## src/rtl/dts_tag_ram.sv

```systemverilog
// Single-port-write, single-port-read tag memory with registered read data.
`default_nettype none
module dts_tag_ram #(
  parameter int unsigned DEPTH = 64,
  parameter int unsigned WIDTH = 64,
  parameter int unsigned ADDR_W = 6
) (
  input  wire logic              clk_i,
  input  wire logic              we_i,
  input  wire logic [ADDR_W-1:0] waddr_i,
  input  wire logic [WIDTH-1:0]  wdata_i,
  input  wire logic              re_i,
  input  wire logic [ADDR_W-1:0] raddr_i,
  output logic      [WIDTH-1:0]  rdata_o
);

  logic [WIDTH-1:0] mem [DEPTH];

  always_ff @(posedge clk_i) begin
    if (we_i) begin
      mem[waddr_i] <= wdata_i;
    end
  end

  always_ff @(posedge clk_i) begin
    if (re_i) begin
      rdata_o <= mem[raddr_i];
    end
  end

endmodule
`default_nettype wire

```

## config.mk

```make
export PLATFORM = sky130hd
export DESIGN_NAME = dts_tag_ram
export DESIGN_NICKNAME = d
export VERILOG_FILES = /design/src/rtl/dts_tag_ram.sv
export SDC_FILE = /design/constraint.sdc
export NUM_CORES = 2
export LEC_CHECK = 0
export BUFFER_PORTS_ARGS = -buffer_cell sky130_fd_sc_hd__buf_4
export CORE_ASPECT_RATIO = 1.4
export CORE_MARGIN = 1.5
export CORE_UTILIZATION = 50
export DETAILED_ROUTE_END_ITERATION = 10
export PLACE_DENSITY = 0.64
export SLEW_MARGIN = 10
export SYNTH_ARGS = -nofsm -noshare
export SYNTH_HDL_FRONTEND = slang
export SYNTH_SLANG_ARGS = --single-unit
```

## constraint.sdc

```tcl
create_clock -name clk_i -period 7.8 [get_ports clk_i]
set_clock_uncertainty 0.2 [all_clocks]
set_input_delay 0.78 -clock clk_i [delete_from_list [all_inputs] [get_ports clk_i]]
set_output_delay 0.78 -clock clk_i [all_outputs]
set_load 0.02 [all_outputs]
```

Word-level counts from Yosys, hierarchy flattened
Memory sizes are Yosys's and may differ from the RTL's. A register that Yosys moved wholly into a read port is not among the register bits.
Index checks and enable logic that the tools add are counted.

storage, ports and cells
  output and inout bits = 64
  bits in registers = 0
  memories = 1
  logic and storage cells = 3
  RAM bits = 4,096

memories
  name  depth  width  rd ports  clocked after memory_dff  wr ports  line  source
  mem   64     64     1         1                         1         17    logic [WIDTH-1:0] mem [DEPTH];

operators by class
  muxes and demuxes = 2

operator list
  kind              number
  2-to-1 mux 1 bit  2

Depth between registers and ports, before layout
  word-level depth = 2
  gate-level depth with buffers = 9
  depth with buffers taken out = 5

Worst setup path after synthesis
Ideal clock, no wire load.

  kind = input-to-reg
  start = input waddr_i[3]
  end = memory mem[48][0] (enable)
  slack = 1.384 ns
  cell stages on the path = 4
  path buffers = 1
  arrival time = 5.652 ns
  setup time = 0.564 ns
  data required time = 7.036 ns
  cells stage by stage = clkbuf_1 > nor2b_1 > nand4b_1 > nor3_1

RTL lines
  what             line  source
  start, declared  10    input wire logic [ADDR_W-1:0] waddr_i,
  end, declared    17

Straight into the memory's write port.

==> impl_metrics.env <==
export IMPL_outcome="completed"
export IMPL_io_pins=143
export IMPL_max_stage_delay_ns=0.69
export IMPL_dr_pass1_iters=6
export IMPL_vias=75400
export IMPL_synth_edff_count=4160
export IMPL_fin_crit_sh=0.492
export IMPL_slew_headroom=0.115
export IMPL_max_freq_mhz=261
export IMPL_wl_per_cell_um=38.1
export IMPL_critPathSlowestCell="buf_4"
export IMPL_finalCriticalPeriod_ns=3.83
export IMPL_hold_path_class="in -> reg"
export IMPL_setup_viol=0
export IMPL_fin_cells=11400
export IMPL_port_buffer_count=142
export IMPL_die_area_mm2=0.317
export IMPL_antenna_found_initial=28
export IMPL_nFillCells=22800
export IMPL_yosys_warnings=0
export IMPL_async_flop_share=0
export IMPL_endpoint_kind="register"
export IMPL_grt_max_degree=129
export IMPL_required_ns=8.21
export IMPL_drv_slew=0
export IMPL_ys_types=32
export IMPL_ys_seq_elements=4160
export IMPL_die_y_um=666
export IMPL_die_width_um=477
export IMPL_track_usage=0.273
export IMPL_p_total_mw=45.4
export IMPL_hpwl_mm=222
export IMPL_max_cap_violations=0
export IMPL_grt_pass1_vias=76300
export IMPL_layout_drive_gt1_share=0.274
export IMPL_cp_cell_sequence="buf_16, buf_12, buf_4, mux4_2, mux2i_1, nand2_1, a41oi_1, a211oi_1"
export IMPL_viasPerCell=6.61
export IMPL_postCtsSetupBuffers=0
export IMPL_dp_worst_setup_slack_ns=3.13
export IMPL_crit_fanout=106
export IMPL_power_leakage_nw=54.3
export IMPL_synth_ff_type="edfxtp_1"
export IMPL_synthTopCellsByArea="edfxtp_1 80%, mux4_2 15%, mux2i_1 0.86%"
export IMPL_multiInputGateArea_mm2=0.0308
export IMPL_syn_inst=6598
export IMPL_worstPathArrival_ns=4.24
export IMPL_netlist_top_cells_count="4160 x edfxtp_1, 1024 x mux4_2, 170 x buf_2"
export IMPL_synthMostInstantiatedCell="edfxtp_1"
export IMPL_cts_tree="built"
export IMPL_h_tree_depth=5
export IMPL_synth_top_cell_area_share=0.796
export IMPL_route_detailed_drc=0
export IMPL_numCtsBuffers=377
export IMPL_start_util=0.502
export IMPL_ir_drop_mv=0.213
export IMPL_wl_mm=434
export IMPL_core_area_mm2=0.313
export IMPL_syn_avg_cell_area_um2=23.8
export IMPL_design_area_mm2=0.176
export IMPL_nets=7002
export IMPL_cts_sinks=4160
export IMPL_routabilityCongestion=0.797
export IMPL_syn_num_nets=6677
export IMPL_holdWs_ns=0.174
export IMPL_fin_util=0.563
export IMPL_crit_type="in -> reg"
export IMPL_startpoint_type="primary input"
export IMPL_ys_seq_area_frac=0.796
export IMPL_dpl_cell_area_mm2=0.164
export IMPL_syn_to_final_growth_pct=12.1
export IMPL_rsz0062_at_grt="no"
export IMPL_syn_area_mm2=0.157
export IMPL_rows=243
export IMPL_finalHoldViolCount=0
export IMPL_power_density_mw_per_mm2=258
export IMPL_tightestPinTransition_ns=1.33
export IMPL_cts_resized=0
export IMPL_fin_ws_ns=3.97
export IMPL_seqCellArea_mm2=0.125
export IMPL_drtAntennaViolNets=0
export IMPL_overflow=0
export IMPL_clockBufferDepth=4
export IMPL_yosysTopAreaCell="edfxtp_1"
export IMPL_cts_root_buffer="clkbuf_16"
export IMPL_hold_buffers=0
export IMPL_worst_path_buf_inv=3
export IMPL_clk_pin_slew_ns=0.06
export IMPL_critPathTopFamily="buffers and inverters"
export IMPL_dp_cells=10700
export IMPL_clk_latency_ns=0.93
export IMPL_grt_pass1_wl_mm=603
export IMPL_setup_tns_ns=0
export IMPL_drt_iter0_drc=9619
routing by layer:
layer / up-vias / share of wire / global-route usage / wire length [um]
li1: 29200 / - / - / -
met1: 41500 / 0.36 / 0.355 / 158000
met2: 3891 / 0.51 / 0.469 / 223000
met3: 791 / 0.078 / 0.0371 / 33800
met4: 18 / 0.044 / 0.105 / 18900
met5: - / 0.00028 / 0 / 123
cells by family (layout without fill, tap and decap cells):
family                 after synthesis  after routing  share of synthesized area
buffers and inverters              389           1013                     0.0118
muxes                             1159           1159                      0.156
AOI/OAI and AO/OA                  504            504                     0.0247
other                                0             14                          0
DFF                               4160           4160                      0.796
and+or+nand+nor                    386            386                     0.0123
cells in the final DEF (no fill, tap or decap), types with 14 or more instances in the layout:
master	count
edfxtp_1	4160
nor2_1	47
o221ai_1	38
a22oi_1	168
and3_1	64
nand2_1	54
mux2i_1	135
a2bb2oi_1	19
or3_1	29
bufinv_16	41
diode_2	14
inv_1	19
buf_4	269
a41oi_1	26
a31oi_1	18
nand3_1	45
buf_12	44
clkinv_1	80
or2_2	28
o22ai_1	83
clkinvlp_4	16
a211oi_1	63
clkbuf_16	381
nor2_4	65
clkbuf_1	68
nor2b_1	24
mux4_2	1024
clkinv_2	72
a22o_1	88
report_power, final:
group	switching, mW	leakage [nW]	internal [mW]
logic	1.34	11.0	0.777
clock network	8.10	5.88	10.3
registers	0.0935	37.5	24.8
total	9.53	54.3	35.9
flip-flops by register name, summed over array words and instances (netlist names):
register / cells
rdata_o: 64
mem: 4096
area by class of cell:
| cell class | instances | area share |
|---|---|---|
| Clock inverter | 229 | 0.0128 |
| Inverter | 19 | 0.000405 |
| Timing Repair Buffer | 316 | 0.0168 |
| Antenna cell | 14 | 0.000199 |
| Clock buffer | 449 | 0.0556 |
| Tap cell | 4165 | 0.0296 |
| Sequential cell | 4160 | 0.710 |
| Multi-Input combinational cell | 2049 | 0.175 |
worst paths after layout:
check	cells past startpoint	endpoint	slack, ns	from
setup reg to reg	4	rdata_o[27]$_DFFE_PP_	5.29	mem[32][27]$_DFFE_PP_
hold reg to reg	4	rdata_o[28]$_DFFE_PP_	0.71	mem[54][28]$_DFFE_PP_
setup / recovery	8	rdata_o[24]$_DFFE_PP_	3.97	raddr_i[0]
hold / removal	1	mem[18][55]$_DFFE_PP_	0.17	wdata_i[55]
No activity file was read; power rests on OpenSTA's default activity.
